## config.mk

```make
export PLATFORM = sky130hd
export DESIGN_NAME = radix_integer_to_text
export DESIGN_NICKNAME = d
export VERILOG_FILES = /design/src/design/rit_pkg.sv /design/src/design/rit_ctrl.sv /design/src/design/rit_dpath.sv /design/src/design/radix_integer_to_text.sv
export VERILOG_INCLUDE_DIRS = /design/src /design/src/design
export SDC_FILE = /design/constraint.sdc
export NUM_CORES = 2
export LEC_CHECK = 0
export BUFFER_PORTS_ARGS = -buffer_cell sky130_fd_sc_hd__clkbuf_2
export CORE_MARGIN = 4
export CORE_UTILIZATION = 45
export DETAILED_ROUTE_END_ITERATION = 12
export GPL_TIMING_DRIVEN = 1
export HOLD_SLACK_MARGIN = 0.08
export PLACE_DENSITY = 0.73
export SLEW_MARGIN = 15
export SYNTH_ARGS = -nofsm -noshare
export SYNTH_HDL_FRONTEND = slang
export SYNTH_SLANG_ARGS = --single-unit
```

## constraint.sdc

```tcl
create_clock -name i_clk -period 12.1 [get_ports i_clk]
set_input_delay 1.815 -clock i_clk [delete_from_list [all_inputs] [get_ports i_clk]]
set_output_delay 1.815 -clock i_clk [all_outputs]
set_load 0.1 [all_outputs]
```

## src/design/radix_integer_to_text_macros.svh

```systemverilog
// Assertion macros shared by the radix_integer_to_text RTL.
// Depends on a clock i_clk and a synchronous active-low reset i_rst_n in scope.
`ifndef RADIX_INTEGER_TO_TEXT_MACROS_SVH
`define RADIX_INTEGER_TO_TEXT_MACROS_SVH

// Same-cycle implication, disabled during reset.
`define RIT_ASSERT_IMP(label, ante, cons, msg) \
    label: assert property (@(posedge i_clk) disable iff (!i_rst_n) (ante) |-> (cons)) \
        else $error(msg);

// Next-cycle implication, disabled during reset.
`define RIT_ASSERT_NXT(label, ante, cons, msg) \
    label: assert property (@(posedge i_clk) disable iff (!i_rst_n) (ante) |=> (cons)) \
        else $error(msg);

`endif

```

## src/design/rit_pkg.sv

```systemverilog
// Package for radix_integer_to_text: fixed widths, codes, command/status structs,
// character class and reciprocal table functions. No dependencies.
package rit_pkg;

    localparam int IN_W      = 32;   // input number field
    localparam int SYM_W     = 8;    // output symbol byte
    localparam int BASE_W    = 5;    // base_size register
    localparam int CFG_DW    = 64;   // configuration data width
    localparam int CFG_AW    = 5;    // configuration byte address width
    localparam int ALPHA_N   = 16;   // symbols held by the two alphabet registers
    localparam int ALPHA_W   = ALPHA_N * SYM_W;
    localparam int RECIP_W   = 32;   // reciprocal scale is 2^RECIP_W

    localparam logic [SYM_W-1:0] MINUS_SYM = 8'h2D;
    localparam logic [SYM_W-1:0] CH_0      = 8'h30;
    localparam logic [SYM_W-1:0] CH_9      = 8'h39;
    localparam logic [SYM_W-1:0] CH_LA     = 8'h61;
    localparam logic [SYM_W-1:0] CH_LZ     = 8'h7A;
    localparam logic [SYM_W-1:0] CH_UA     = 8'h41;
    localparam logic [SYM_W-1:0] CH_UZ     = 8'h5A;

    // Register indexes (byte address bits [4:3])
    localparam logic [1:0] REG_ALPHA_LO = 2'd0;
    localparam logic [1:0] REG_ALPHA_HI = 2'd1;
    localparam logic [1:0] REG_BASE     = 2'd2;

    typedef struct packed {
        logic load;        // capture magnitude and sign of a new number
        logic mul;         // register reciprocal product
        logic fix;         // correct quotient, store digit
        logic rd;          // read next digit from the store
        logic emit_sign;   // load minus sign into output register
        logic emit_digit;  // load digit symbol into output register
        logic emit_inval;  // load the invalid-alphabet result
    } t_rit_cmd;

    typedef struct packed {
        logic alpha_ok;    // alphabet passes validation
        logic neg;         // current number is negative
        logic q_zero;      // corrected quotient is zero
        logic cnt_zero;    // no digits left in the store
        logic out_free;    // output register can take a symbol
    } t_rit_sts;

    function automatic logic is_alnum(input logic [SYM_W-1:0] c);
        return (c >= CH_0 && c <= CH_9) || (c >= CH_LA && c <= CH_LZ) ||
               (c >= CH_UA && c <= CH_UZ);
    endfunction

    // floor(2^32 / b); quotient estimate is low by at most one
    function automatic logic [RECIP_W-1:0] recip(input logic [BASE_W-1:0] b);
        logic [RECIP_W-1:0] r;
        case (b)
            5'd2:    r = RECIP_W'(33'h1_0000_0000 / 2);
            5'd3:    r = RECIP_W'(33'h1_0000_0000 / 3);
            5'd4:    r = RECIP_W'(33'h1_0000_0000 / 4);
            5'd5:    r = RECIP_W'(33'h1_0000_0000 / 5);
            5'd6:    r = RECIP_W'(33'h1_0000_0000 / 6);
            5'd7:    r = RECIP_W'(33'h1_0000_0000 / 7);
            5'd8:    r = RECIP_W'(33'h1_0000_0000 / 8);
            5'd9:    r = RECIP_W'(33'h1_0000_0000 / 9);
            5'd10:   r = RECIP_W'(33'h1_0000_0000 / 10);
            5'd11:   r = RECIP_W'(33'h1_0000_0000 / 11);
            5'd12:   r = RECIP_W'(33'h1_0000_0000 / 12);
            5'd13:   r = RECIP_W'(33'h1_0000_0000 / 13);
            5'd14:   r = RECIP_W'(33'h1_0000_0000 / 14);
            5'd15:   r = RECIP_W'(33'h1_0000_0000 / 15);
            5'd16:   r = RECIP_W'(33'h1_0000_0000 / 16);
            default: r = '0;
        endcase
        return r;
    endfunction

endpackage

```

## src/design/rit_ctrl.sv

```systemverilog
// Controller for radix_integer_to_text: one-hot sequencer for divide and emit phases.
// Depends on rit_pkg and radix_integer_to_text_macros.svh.
`include "radix_integer_to_text_macros.svh"

module rit_ctrl (
    input  logic              i_clk,
    input  logic              i_rst_n,
    input  logic              i_s_tvalid,
    output logic              o_s_tready,
    input  rit_pkg::t_rit_sts i_sts,
    output rit_pkg::t_rit_cmd o_cmd
);

    typedef enum logic [6:0] {
        S_IDLE  = 7'b0000001,
        S_MUL   = 7'b0000010,
        S_FIX   = 7'b0000100,
        S_SIGN  = 7'b0001000,
        S_READ  = 7'b0010000,
        S_EMIT  = 7'b0100000,
        S_INVAL = 7'b1000000
    } t_state;

    t_state r_state;
    t_state n_state;
    logic   in_xfer;

    assign o_s_tready = (r_state == S_IDLE);
    assign in_xfer    = i_s_tvalid && o_s_tready;

    always_comb begin
        n_state = r_state;
        o_cmd   = '0;
        case (r_state)
            S_IDLE: begin
                if (in_xfer) begin
                    o_cmd.load = 1'b1;
                    n_state    = i_sts.alpha_ok ? S_MUL : S_INVAL;
                end
            end
            S_MUL: begin
                o_cmd.mul = 1'b1;
                n_state   = S_FIX;
            end
            S_FIX: begin
                o_cmd.fix = 1'b1;
                if (i_sts.q_zero) begin
                    n_state = i_sts.neg ? S_SIGN : S_READ;
                end else begin
                    n_state = S_MUL;
                end
            end
            S_SIGN: begin
                if (i_sts.out_free) begin
                    o_cmd.emit_sign = 1'b1;
                    n_state         = S_READ;
                end
            end
            S_READ: begin
                o_cmd.rd = 1'b1;
                n_state  = S_EMIT;
            end
            S_EMIT: begin
                if (i_sts.out_free) begin
                    o_cmd.emit_digit = 1'b1;
                    // overlap the next read with this symbol's transfer
                    if (i_sts.cnt_zero) begin
                        n_state = S_IDLE;
                    end else begin
                        o_cmd.rd = 1'b1;
                    end
                end
            end
            S_INVAL: begin
                if (i_sts.out_free) begin
                    o_cmd.emit_inval = 1'b1;
                    n_state          = S_IDLE;
                end
            end
            default: begin
                n_state = S_IDLE;
            end
        endcase
    end

    always_ff @(posedge i_clk) begin
        if (!i_rst_n) begin
            r_state <= S_IDLE;
        end else begin
            r_state <= n_state;
        end
    end

    `RIT_ASSERT_NXT(a_accept_leaves_idle, in_xfer, r_state != S_IDLE, "idle after accept")
    `RIT_ASSERT_IMP(a_emit_needs_room, o_cmd.emit_sign || o_cmd.emit_digit || o_cmd.emit_inval, i_sts.out_free, "emit into busy output")
    `RIT_ASSERT_IMP(a_read_needs_digit, o_cmd.rd, !i_sts.cnt_zero, "digit read with empty store")

endmodule

```

## src/design/rit_dpath.sv

```systemverilog
// Datapath for radix_integer_to_text: magnitude, reciprocal divide, digit store,
// alphabet check and output register. Depends on rit_pkg and the macros header.
`include "radix_integer_to_text_macros.svh"

module rit_dpath #(
    parameter int MAX_RADIX    = 16,
    parameter int NUMBER_WIDTH = 32
) (
    input  logic                         i_clk,
    input  logic                         i_rst_n,
    input  rit_pkg::t_rit_cmd            i_cmd,
    output rit_pkg::t_rit_sts            o_sts,
    input  logic [rit_pkg::IN_W-1:0]     i_number,
    input  logic [rit_pkg::ALPHA_W-1:0]  i_alpha,
    input  logic [rit_pkg::BASE_W-1:0]   i_base,
    input  logic                         i_m_tready,
    output logic                         o_m_tvalid,
    output logic [rit_pkg::SYM_W-1:0]    o_m_tdata,
    output logic                         o_m_tlast,
    output logic                         o_m_tuser
);

    localparam int NW   = NUMBER_WIDTH;
    localparam int DW   = (MAX_RADIX > 2) ? $clog2(MAX_RADIX) : 1;
    localparam int AW   = $clog2(NW);
    localparam int CW   = $clog2(NW + 1);
    localparam int PW   = NW + rit_pkg::RECIP_W;
    localparam logic [CW-1:0] CNT_MAX = CW'(NW);

    logic [rit_pkg::SYM_W-1:0] sym_arr [MAX_RADIX];
    logic [MAX_RADIX-1:0]      sym_ok;
    logic                      alpha_ok;

    logic [NW-1:0]   raw;
    logic [NW-1:0]   abs_val;
    logic [NW-1:0]   r_mag;
    logic            r_neg;
    logic [NW-1:0]   r_q;
    logic [PW-1:0]   prod;
    logic [5:0]      qb_lo;
    logic [5:0]      rem;
    logic            over;
    logic [NW-1:0]   fix_q;
    logic [5:0]      digit6;
    logic [DW-1:0]   digit;

    logic [DW-1:0]   mem [NW];
    logic [DW-1:0]   r_rd_data;
    logic [CW-1:0]   r_cnt;
    logic [CW-1:0]   cnt_dec;

    logic                      r_out_valid;
    logic [rit_pkg::SYM_W-1:0] r_sym;
    logic                      r_last;
    logic                      r_inv;
    logic                      out_free;

    // Alphabet validation: each used symbol alphanumeric and above its predecessor
    always_comb begin
        for (int k = 0; k < MAX_RADIX; k++) begin
            sym_arr[k] = i_alpha[k*rit_pkg::SYM_W +: rit_pkg::SYM_W];
        end
        for (int k = 0; k < MAX_RADIX; k++) begin
            if (rit_pkg::BASE_W'(k) >= i_base) begin
                sym_ok[k] = 1'b1;
            end else if (k == 0) begin
                sym_ok[k] = rit_pkg::is_alnum(sym_arr[k]);
            end else begin
                sym_ok[k] = rit_pkg::is_alnum(sym_arr[k]) && (sym_arr[k-1] < sym_arr[k]);
            end
        end
    end

    assign alpha_ok = (i_base >= rit_pkg::BASE_W'(2)) &&
                      (i_base <= rit_pkg::BASE_W'(MAX_RADIX)) && (&sym_ok);

    // Magnitude as unsigned, so the most negative value maps to 2^(NW-1)
    assign raw     = i_number[NW-1:0];
    assign abs_val = raw[NW-1] ? (~raw + 1'b1) : raw;

    // Quotient estimate by reciprocal, then one correction step.
    // True remainder stays below 2*base <= 32, so six low bits suffice.
    assign prod   = PW'(r_mag) * PW'(rit_pkg::recip(i_base));
    assign qb_lo  = 6'(r_q[5:0] * 6'(i_base));
    assign rem    = r_mag[5:0] - qb_lo;
    assign over   = (rem >= 6'(i_base));
    assign fix_q  = over ? (r_q + 1'b1) : r_q;
    assign digit6 = over ? (rem - 6'(i_base)) : rem;
    assign digit  = digit6[DW-1:0];

    assign cnt_dec = r_cnt - 1'b1;
    assign out_free = !r_out_valid || i_m_tready;

    always_ff @(posedge i_clk) begin
        if (i_cmd.load) begin
            r_mag <= abs_val;
        end else if (i_cmd.fix) begin
            r_mag <= fix_q;
        end
        if (i_cmd.mul) begin
            r_q <= prod[PW-1:rit_pkg::RECIP_W];
        end
    end

    // Digit store: one write port, one registered read port
    always_ff @(posedge i_clk) begin
        if (i_cmd.fix) begin
            mem[r_cnt[AW-1:0]] <= digit;
        end
        if (i_cmd.rd) begin
            r_rd_data <= mem[cnt_dec[AW-1:0]];
        end
    end

    always_ff @(posedge i_clk) begin
        if (!i_rst_n) begin
            r_cnt <= '0;
            r_neg <= 1'b0;
        end else begin
            if (i_cmd.load) begin
                r_cnt <= '0;
                r_neg <= raw[NW-1];
            end else if (i_cmd.fix) begin
                r_cnt <= r_cnt + 1'b1;
            end else if (i_cmd.rd) begin
                r_cnt <= cnt_dec;
            end
        end
    end

    // Output register
    always_ff @(posedge i_clk) begin
        if (!i_rst_n) begin
            r_out_valid <= 1'b0;
        end else if (i_cmd.emit_sign || i_cmd.emit_digit || i_cmd.emit_inval) begin
            r_out_valid <= 1'b1;
        end else if (i_m_tready) begin
            r_out_valid <= 1'b0;
        end
    end

    always_ff @(posedge i_clk) begin
        if (i_cmd.emit_sign) begin
            r_sym  <= rit_pkg::MINUS_SYM;
            r_last <= 1'b0;
            r_inv  <= 1'b0;
        end else if (i_cmd.emit_digit) begin
            r_sym  <= sym_arr[r_rd_data];
            r_last <= (r_cnt == '0);
            r_inv  <= 1'b0;
        end else if (i_cmd.emit_inval) begin
            r_sym  <= '0;
            r_last <= 1'b1;
            r_inv  <= 1'b1;
        end
    end

    assign o_m_tvalid = r_out_valid;
    assign o_m_tdata  = r_sym;
    assign o_m_tlast  = r_last;
    assign o_m_tuser  = r_inv;

    assign o_sts.alpha_ok = alpha_ok;
    assign o_sts.neg      = r_neg;
    assign o_sts.q_zero   = (fix_q == '0);
    assign o_sts.cnt_zero = (r_cnt == '0);
    assign o_sts.out_free = out_free;

    `RIT_ASSERT_IMP(a_store_in_range, i_cmd.fix, r_cnt < CNT_MAX, "digit store overflow")
    `RIT_ASSERT_NXT(a_mag_shrinks, i_cmd.fix && r_mag != '0, r_mag < $past(r_mag), "magnitude did not shrink")
    `RIT_ASSERT_IMP(a_digit_below_base, i_cmd.emit_digit, rit_pkg::BASE_W'(r_rd_data) < i_base, "stored digit not below base")

endmodule

```

## src/design/radix_integer_to_text.sv

```systemverilog
// Sequence: an invalid alphabet goes from the input transfer to S_INVAL, which loads the
// flagged result once the output register is free. Otherwise each digit takes S_MUL and
// S_FIX, then come S_SIGN for a minus sign if present, S_READ, and one symbol per cycle
// (stalls hold it). Numbers are taken one at a time, paced by the shared reciprocal
// multiplier and correction stage and the single read port of the digit store.
// Reset: synchronous active low; clears controller, output valid, digit count, sign flag and the config registers.

module radix_integer_to_text #(
    parameter int MAX_RADIX    = 16,
    parameter int NUMBER_WIDTH = 32
) (
    input  logic                        i_clk,
    input  logic                        i_rst_n,
    // input stream
    input  logic                        i_s_tvalid,
    output logic                        o_s_tready,
    input  logic [rit_pkg::IN_W-1:0]    i_s_tdata,   // [31:0] number
    // output stream
    output logic                        o_m_tvalid,
    input  logic                        i_m_tready,
    output logic [rit_pkg::SYM_W-1:0]   o_m_tdata,   // [7:0] symbol
    output logic                        o_m_tlast,   // last_symbol
    output logic                        o_m_tuser,   // [0] invalid_base
    // configuration port
    input  logic                        psel,
    input  logic                        penable,
    input  logic                        pwrite,
    input  logic [rit_pkg::CFG_AW-1:0]  paddr,
    input  logic [rit_pkg::CFG_DW-1:0]  pwdata,
    output logic [rit_pkg::CFG_DW-1:0]  prdata,
    output logic                        pready
);

    logic [rit_pkg::CFG_DW-1:0] r_alpha_lo;
    logic [rit_pkg::CFG_DW-1:0] r_alpha_hi;
    logic [rit_pkg::BASE_W-1:0] r_base;
    logic [1:0]                 reg_idx;
    logic                       cfg_wr;

    rit_pkg::t_rit_cmd cmd;
    rit_pkg::t_rit_sts sts;

    // Registers sit on 8-byte strides: index is byte address bits [4:3]
    assign reg_idx = paddr[4:3];
    assign pready  = 1'b1;
    assign cfg_wr  = psel && penable && pwrite && pready;

    always_ff @(posedge i_clk) begin
        if (!i_rst_n) begin
            r_alpha_lo <= '0;
            r_alpha_hi <= '0;
            r_base     <= '0;
        end else if (cfg_wr) begin
            case (reg_idx)
                rit_pkg::REG_ALPHA_LO: r_alpha_lo <= pwdata;
                rit_pkg::REG_ALPHA_HI: r_alpha_hi <= pwdata;
                rit_pkg::REG_BASE:     r_base     <= pwdata[rit_pkg::BASE_W-1:0];
                default: begin
                    // writes beyond the register list are dropped
                end
            endcase
        end
    end

    always_comb begin
        case (reg_idx)
            rit_pkg::REG_ALPHA_LO: prdata = r_alpha_lo;
            rit_pkg::REG_ALPHA_HI: prdata = r_alpha_hi;
            rit_pkg::REG_BASE:     prdata = rit_pkg::CFG_DW'(r_base);
            default:               prdata = '0;
        endcase
    end

    // Sequencer: accept, divide digit by digit, then emit sign and digits MSD first (or flag an invalid alphabet)
    rit_ctrl u_ctrl (
        .i_clk      (i_clk),
        .i_rst_n    (i_rst_n),
        .i_s_tvalid (i_s_tvalid),
        .o_s_tready (o_s_tready),
        .i_sts      (sts),
        .o_cmd      (cmd)
    );

    // Datapath: magnitude register, reciprocal divide, digit store, output register
    rit_dpath #(
        .MAX_RADIX    (MAX_RADIX),
        .NUMBER_WIDTH (NUMBER_WIDTH)
    ) u_dpath (
        .i_clk      (i_clk),
        .i_rst_n    (i_rst_n),
        .i_cmd      (cmd),
        .o_sts      (sts),
        .i_number   (i_s_tdata),
        .i_alpha    ({r_alpha_hi, r_alpha_lo}),
        .i_base     (r_base),
        .i_m_tready (i_m_tready),
        .o_m_tvalid (o_m_tvalid),
        .o_m_tdata  (o_m_tdata),
        .o_m_tlast  (o_m_tlast),
        .o_m_tuser  (o_m_tuser)
    );

endmodule
```

Word-level counts from Yosys, hierarchy flattened --
Memory sizes are Yosys's and may differ from the RTL's. A register that Yosys moved wholly into a read port is not among the register bits. Index checks and enable logic that the tools add are counted.
Word-level totals: flip-flop bits (word level) 222, RAM bits 128, memory bits (read-only) 1024, output and inout port bits 77, memories kept 2
Memories:
- (no name shown) | words 32, bits a word 32, read ports 1, clocked after memory_dff 1, wr ports 0, line rit_pkg.sv:53 | case (b)
- u_dpath.mem | words 32, bits a word 4, read ports 1, clocked after memory_dff 1, wr ports 1, line rit_dpath.sv:47 | logic [DW-1:0] mem [NW];
Cells by class: add/subtract/negate cells 6, multiply operators 2, $lt $le $gt $ge 131, equal/unequal tests 14, muxes and demuxes 57, bitwise operators 3, reductions and logical operators 118
Operators with widths (count):
- $ge A8 B7 Y1 const B | 32
- $le A8 B7 Y1 const B | 32
- $pmux W64 S3 | 1
- $ge A8 B6 Y1 const B | 16
- $le A8 B6 Y1 const B | 16
- $mux W32 | 4
- $lt A8 B8 Y1 | 15
- $logic_and A1 B1 Y1 | 68
- $add A32 B1 Y32 const B | 2
- $mul A32 B32 Y64 | 1
- $mux W7 | 7
- $pmux W7 S7 | 1
- $ge A4 B5 Y1 const A | 8
- $logic_or A1 B1 Y1 | 35
- $bmux W8 S4 | 1
- $logic_not A32 Y1 | 1
- $mux W1 | 32
- $mux W8 | 4
- $not A32 Y32 | 1
- $ge A3 B5 Y1 const A | 4
- $reduce_and A16 Y1 | 1
- $mux W5 | 3
- $mux W6 | 2
- $ge A1 B5 Y1 const A | 2
- other kinds (32) | 42

Longest topological paths before layout --
depth in word-level cells 11, depth in mapped cells 31, mapped depth without buffers 29

Hierarchy --
Synthesis repeated with hierarchy kept, for this count alone.
Second synthesis, totals: cell total of the unflattened synthesis 5348, area, all modules 52441.5 µm²
By module, submodules not included:
- rit_dpath | times used 1, cells each 4626, area each 45871.5 µm²
- radix_integer_to_text | times used 1, cells each 654, area each 6029.5 µm²
- rit_ctrl | times used 1, cells each 68, area each 540.5 µm²

Worst setup path before layout --
No wires, ideal clock.
path type flip-flop to flip-flop, start reg u_dpath.r_mag[2], end reg u_dpath.r_q[31], data pin, data arrival time 7589 ps, required time 11840 ps, path slack 4251 ps, stages on the path, launching flop included 26, clock period less this slack 7849 ps, cells stage by stage edfxtp_1 clkbuf_1 clkbuf_1 and2_1 fa_1 fa_1 fa_1 fa_1 fa_1 fa_1 fa_1 inv_1 fa_1 inv_1 ha_1 a21oi_1 nand2_1 nor4_1 o31ai_1 o21ai_1 o31ai_1 a311oi_1 o21ai_1 a41o_1 a31oi_1 xnor2_1
On the way: cells in the longest elaborated chain, start to end 1
RTL lines:
- start: declaration | line rit_dpath.sv:36 | logic [NW-1:0] r_mag;
- start signal: assignment | line rit_dpath.sv:96 | r_mag <= abs_val;
- start signal: assignment | line rit_dpath.sv:98 | r_mag <= fix_q;
- $mul A32 B32 Y64 | line rit_dpath.sv:83 | assign prod = PW'(r_mag) * PW'(rit_pkg::recip(i_base));
- via u_dpath.prod[63] | line rit_dpath.sv:39 | logic [PW-1:0] prod;
- end signal: assignment | line rit_dpath.sv:101 | r_q <= prod[PW-1:rit_pkg::RECIP_W];
- end: declaration | line rit_dpath.sv:38 | logic [NW-1:0] r_q;
The timed path passes the listed nets, and every way through them passes these cells. A chain may end at the register's enable or synchronous reset.

==> impl_summary.log <==
INFO  metric die_area = 121800 um^2
INFO  metric cellLeakagePower = 26.37 nW
INFO  metric first_global_vias = 41830
INFO  metric die_w = 349.0 um
INFO  metric max-slew-margin-rel = 22.74%
INFO  metric outcome = finished clean
INFO  metric period_minus_slack = 9.989 ns
INFO  metric setup_viol = 0
INFO  metric design.final.nets = 6843
INFO  metric finish.cell_count_without_fillers = 6986
INFO  metric grt-busiest-layer = met2
INFO  metric final_layout_size_suffix_gt1_share = 7.764%
INFO  metric crit_path_frequent_cell = sky130_fd_sc_hd__fa_1
INFO  metric vias_per_cell = 5.598
INFO  metric r2r.worst_path.cells = 28
INFO  metric hold-path-cell-count = 2
INFO  metric postLayoutCellArea = 56080 um^2
INFO  metric die_h = 349.0 um
INFO  metric place_congestion = 0.9852
INFO  metric post_dp_cell_area = 54730 um^2
INFO  metric placement.io_buffers = 180
INFO  metric drtPass1Iterations = 8
INFO  metric reg2reg_to = u_dpath.r_q[29]
INFO  metric std_cell_rows = 124
INFO  metric holdCritStartpoint = u_dpath.r_neg
INFO  metric ant_nets = 0
INFO  metric grt_max_degree = 95
INFO  metric floorplan.initialDensity = 45.57%
INFO  metric worst_setup_path_end_kind = flip-flop
INFO  metric post-place-cells = 6912
INFO  metric netlist_top_cells_area = sky130_fd_sc_hd__fa_1 34%, sky130_fd_sc_hd__edfxtp_1 11%, sky130_fd_sc_hd__ha_1 9.4%, sky130_fd_sc_hd__inv_1 7.7%, sky130_fd_sc_hd__dfxtp_1 6.9%
INFO  metric ys_seq_elements = 376
INFO  metric cts-root-buf = sky130_fd_sc_hd__clkbuf_16
INFO  metric grt_overflow_total = 0
INFO  metric post-synth-top-area-fraction = 34.48%
INFO  metric cts_max_level = 2
INFO  metric synth-async-reset-ratio = 0%
INFO  metric hold_class = flip-flop to flip-flop
INFO  metric maxCapViolations = 0
INFO  metric cts_buffer_depth = 3
INFO  metric worst_setup_path_start_kind = flip-flop
INFO  metric iteration_0_drc_count_of_the_detailed_router = 3642
INFO  metric final_routed_wire_length_divided_by_cell_count = 22.34 um
INFO  metric setup-tns-final = 0 ns
INFO  metric initial_antenna_violation_count = 2
INFO  metric synth_top_cell_by_area = sky130_fd_sc_hd__fa_1
INFO  metric critical_path.slowest_cell = sky130_fd_sc_hd__dfxtp_1
INFO  metric netlist_area = 52320 um^2
INFO  metric synthesized_instance_count = 5404
INFO  metric number_of_max_slew_violations_in_the_final_report = 0
INFO  metric r2r_setup_slack = 2.11 ns
INFO  metric cts_tree = built
INFO  metric post_cts.resized_instances = 0
INFO  metric post-cts-setup-buffers = 0
INFO  metric cell_area_power_density = 59.63 nW/um^2
INFO  metric worst_ep_required = 12.41 ns
INFO  metric design.core.area = 114800 um^2
INFO  metric grt.met2_usage = 41.75%
INFO  metric finalCritPeriodShare = 82.55%
INFO  metric netlist-cell-type-count = 80
INFO  metric hold-path-endpoint = u_dpath.r_neg
INFO  metric irDropWorstVdd = 94.39 uV
INFO  metric path_class = flip-flop to flip-flop
INFO  metric grt_use_total = 26.15%
INFO  metric antennaDiodeCount = 0
INFO  metric cts.reportedPaths.clkPinSlew = 0.07 ns
INFO  metric fin_util = 48.85%
INFO  metric io-pin-count = 185
INFO  metric remaining_drc_errors = 0
INFO  metric wl = 156.1 mm
INFO  metric gr-usage-met3 = 5.824%
INFO  metric worst-endpoint-arrival = 10.30 ns
INFO  metric clkLatencyLatePin = 0.58 ns
INFO  metric cts_sinks = 376
INFO  metric clock.fmax = 100.1 MHz
INFO  metric post_synthesis_to_final_layout_area_growth = 7.194%
INFO  metric hpwlAfterDp = 121.3 mm
INFO  metric numCtsBuffers = 41
INFO  metric final.hold.worst_slack = 0.4849 ns
INFO  metric synth_flop_cell = sky130_fd_sc_hd__edfxtp_1
INFO  metric worst_pin_slew = 1.159 ns
INFO  metric met1_usage = 33.60%
INFO  metric routed-via-count = 39110
INFO  metric yosysWarningCount = 0
INFO  metric synth_edf_count = 196
INFO  metric synth_sequential_area_ratio = 18.14%
INFO  metric postSynthAreaPerCell = 9.682 um^2
INFO  metric first_pass_grt_wire_length = 244.7 mm
INFO  metric worst-path-max-fanout = 17
INFO  metric timing_hold_violations_final = 0
INFO  metric postCtsHoldBufs = 0
INFO  metric syn-num-nets = 6804
INFO  metric cpPeakStageDelay = 1.02 ns
INFO  metric grt_setup_unrepaired = no
INFO  metric clock-skew-final = 0.01661 ns
## cell families after synthesis
family | Yosys count | share of synthesized area [%]
fa+ha+maj | 1292 | 43.83
simple gates | 1505 | 13.65
buf+inv | 1334 | 9.590
flops | 376 | 18.14
other cells | 1 | 0.007168
compound gates | 599 | 7.653
mux | 161 | 4.843
xor+xnor | 136 | 2.291
## routing by layer
metal  vias to the layer above  share of wire [%]
met5                         -             0.0083
met3                       559                 10
met2                      2016                 46
li1                      17020                  -
met1                     19510                 38
met4                         2                6.4
## flip-flops by register name, indices dropped and copies added, names as in the netlist, named ones only
register            flops
u_dpath.mem           128
r_alpha_hi             64
r_alpha_lo             64
u_dpath.r_mag          32
u_dpath.r_q            32
u_dpath.o_m_tdata       8
u_ctrl.r_state          7
u_dpath.r_cnt           6
r_base                  5
u_dpath.r_rd_data       4
u_dpath.o_m_tlast       1
u_dpath.o_m_tuser       1
u_dpath.o_m_tvalid      1
u_dpath.r_neg           1
## critical path: cells and delay by family (launching register included)
kind | cells | cell delay (ns)
buffers and inverters | 7 | 1.08
XOR/XNOR | 1 | 0.16
adder cells (fa/ha/maj) | 9 | 4.45
flip-flops | 1 | 1.02
AO/OA/AOI/OAI | 8 | 2.14
AND/OR/NAND/NOR | 3 | 0.88
## per-stage QoR
| stage | setup WS (ns) | total power, mW |
|---|---|---|
| final | 2.111 | 3.344 |
| after global routing | 1.804 | 3.467 |
| after CTS | 2.307 | 3.355 |
| after detailed placement | 2.374 | 2.101 |
| after global placement | 2.376 | 2.085 |
| after floorplan | 4.251 | 1.856 |
## how the worst max path moves through the flow
stage	startpoint	to	slack, ns	cells after the start
after global placement	flip-flop	u_dpath.r_q[29]	2.38	28
after global routing	flip-flop	u_dpath.r_q[29]	1.80	28
after detailed placement	flip-flop	u_dpath.r_q[29]	2.37	28
final	flip-flop	u_dpath.r_q[29]	2.11	28
after CTS	flip-flop	u_dpath.r_q[31]	2.31	28
after floorplan	u_dpath.r_mag[2]	u_dpath.r_q[31]	4.25	25
## cell usage in the layout, fill, tap and decap left out, types with 80 or more instances in the layout
master	instances
sky130_fd_sc_hd__a21boi_0	136
sky130_fd_sc_hd__a21oi_1	157
sky130_fd_sc_hd__and2_1	381
sky130_fd_sc_hd__clkbuf_2	178
sky130_fd_sc_hd__dfxtp_1	171
sky130_fd_sc_hd__edfxtp_1	196
sky130_fd_sc_hd__fa_1	901
sky130_fd_sc_hd__ha_1	391
sky130_fd_sc_hd__inv_1	1078
sky130_fd_sc_hd__mux2i_1	80
sky130_fd_sc_hd__nand2_1	717
sky130_fd_sc_hd__nor2_1	194
sky130_fd_sc_hd__xnor2_1	97
## area by class of cell
cell class | instances | area (um^2)
inverters | 1078 | 4046
flip-flops and latches | 376 | 9500
clock inverters | 22 | 244.0
multi-input cells | 3694 | 37860
clock buffers | 52 | 1097
repair buffers | 252 | 1446
fillers | 10440 | 58730
well taps | 1512 | 1892
## Yosys cell counts, types with 8 or more instances
master / count
sky130_fd_sc_hd__buf_1: 16
sky130_fd_sc_hd__inv_1: 1078
sky130_fd_sc_hd__o21ai_0: 74
sky130_fd_sc_hd__and3_1: 18
sky130_fd_sc_hd__mux4_2: 72
sky130_fd_sc_hd__nand3_1: 42
sky130_fd_sc_hd__o21bai_1: 10
sky130_fd_sc_hd__a21oi_1: 157
sky130_fd_sc_hd__o41ai_1: 18
sky130_fd_sc_hd__nor2_1: 194
sky130_fd_sc_hd__a21o_1: 67
sky130_fd_sc_hd__or3_1: 14
sky130_fd_sc_hd__a21boi_0: 136
sky130_fd_sc_hd__nor3_1: 23
sky130_fd_sc_hd__nand2b_1: 28
sky130_fd_sc_hd__xor2_1: 38
sky130_fd_sc_hd__edfxtp_1: 196
sky130_fd_sc_hd__dfxtp_1: 180
sky130_fd_sc_hd__nor4_1: 10
sky130_fd_sc_hd__or4_1: 10
sky130_fd_sc_hd__a211oi_1: 16
sky130_fd_sc_hd__o22ai_1: 17
sky130_fd_sc_hd__and2_1: 381
sky130_fd_sc_hd__nand2_1: 718
sky130_fd_sc_hd__nand4_1: 17
sky130_fd_sc_hd__ha_1: 391
sky130_fd_sc_hd__fa_1: 901
sky130_fd_sc_hd__o221ai_1: 10
sky130_fd_sc_hd__clkbuf_1: 236
sky130_fd_sc_hd__mux2i_1: 81
sky130_fd_sc_hd__o31ai_1: 13
sky130_fd_sc_hd__nor2b_1: 20
sky130_fd_sc_hd__a211o_1: 8
sky130_fd_sc_hd__xnor2_1: 97
sky130_fd_sc_hd__a221oi_1: 14
## power breakdown
part	leakage, nW	internal, mW	switching, mW
Sequential	3.24	1.43	0.0347
Clock	0.655	0.716	0.541
Combinational	22.5	0.193	0.435
Total	26.4	2.33	1.01
Power figures use the tool's default switching activity.
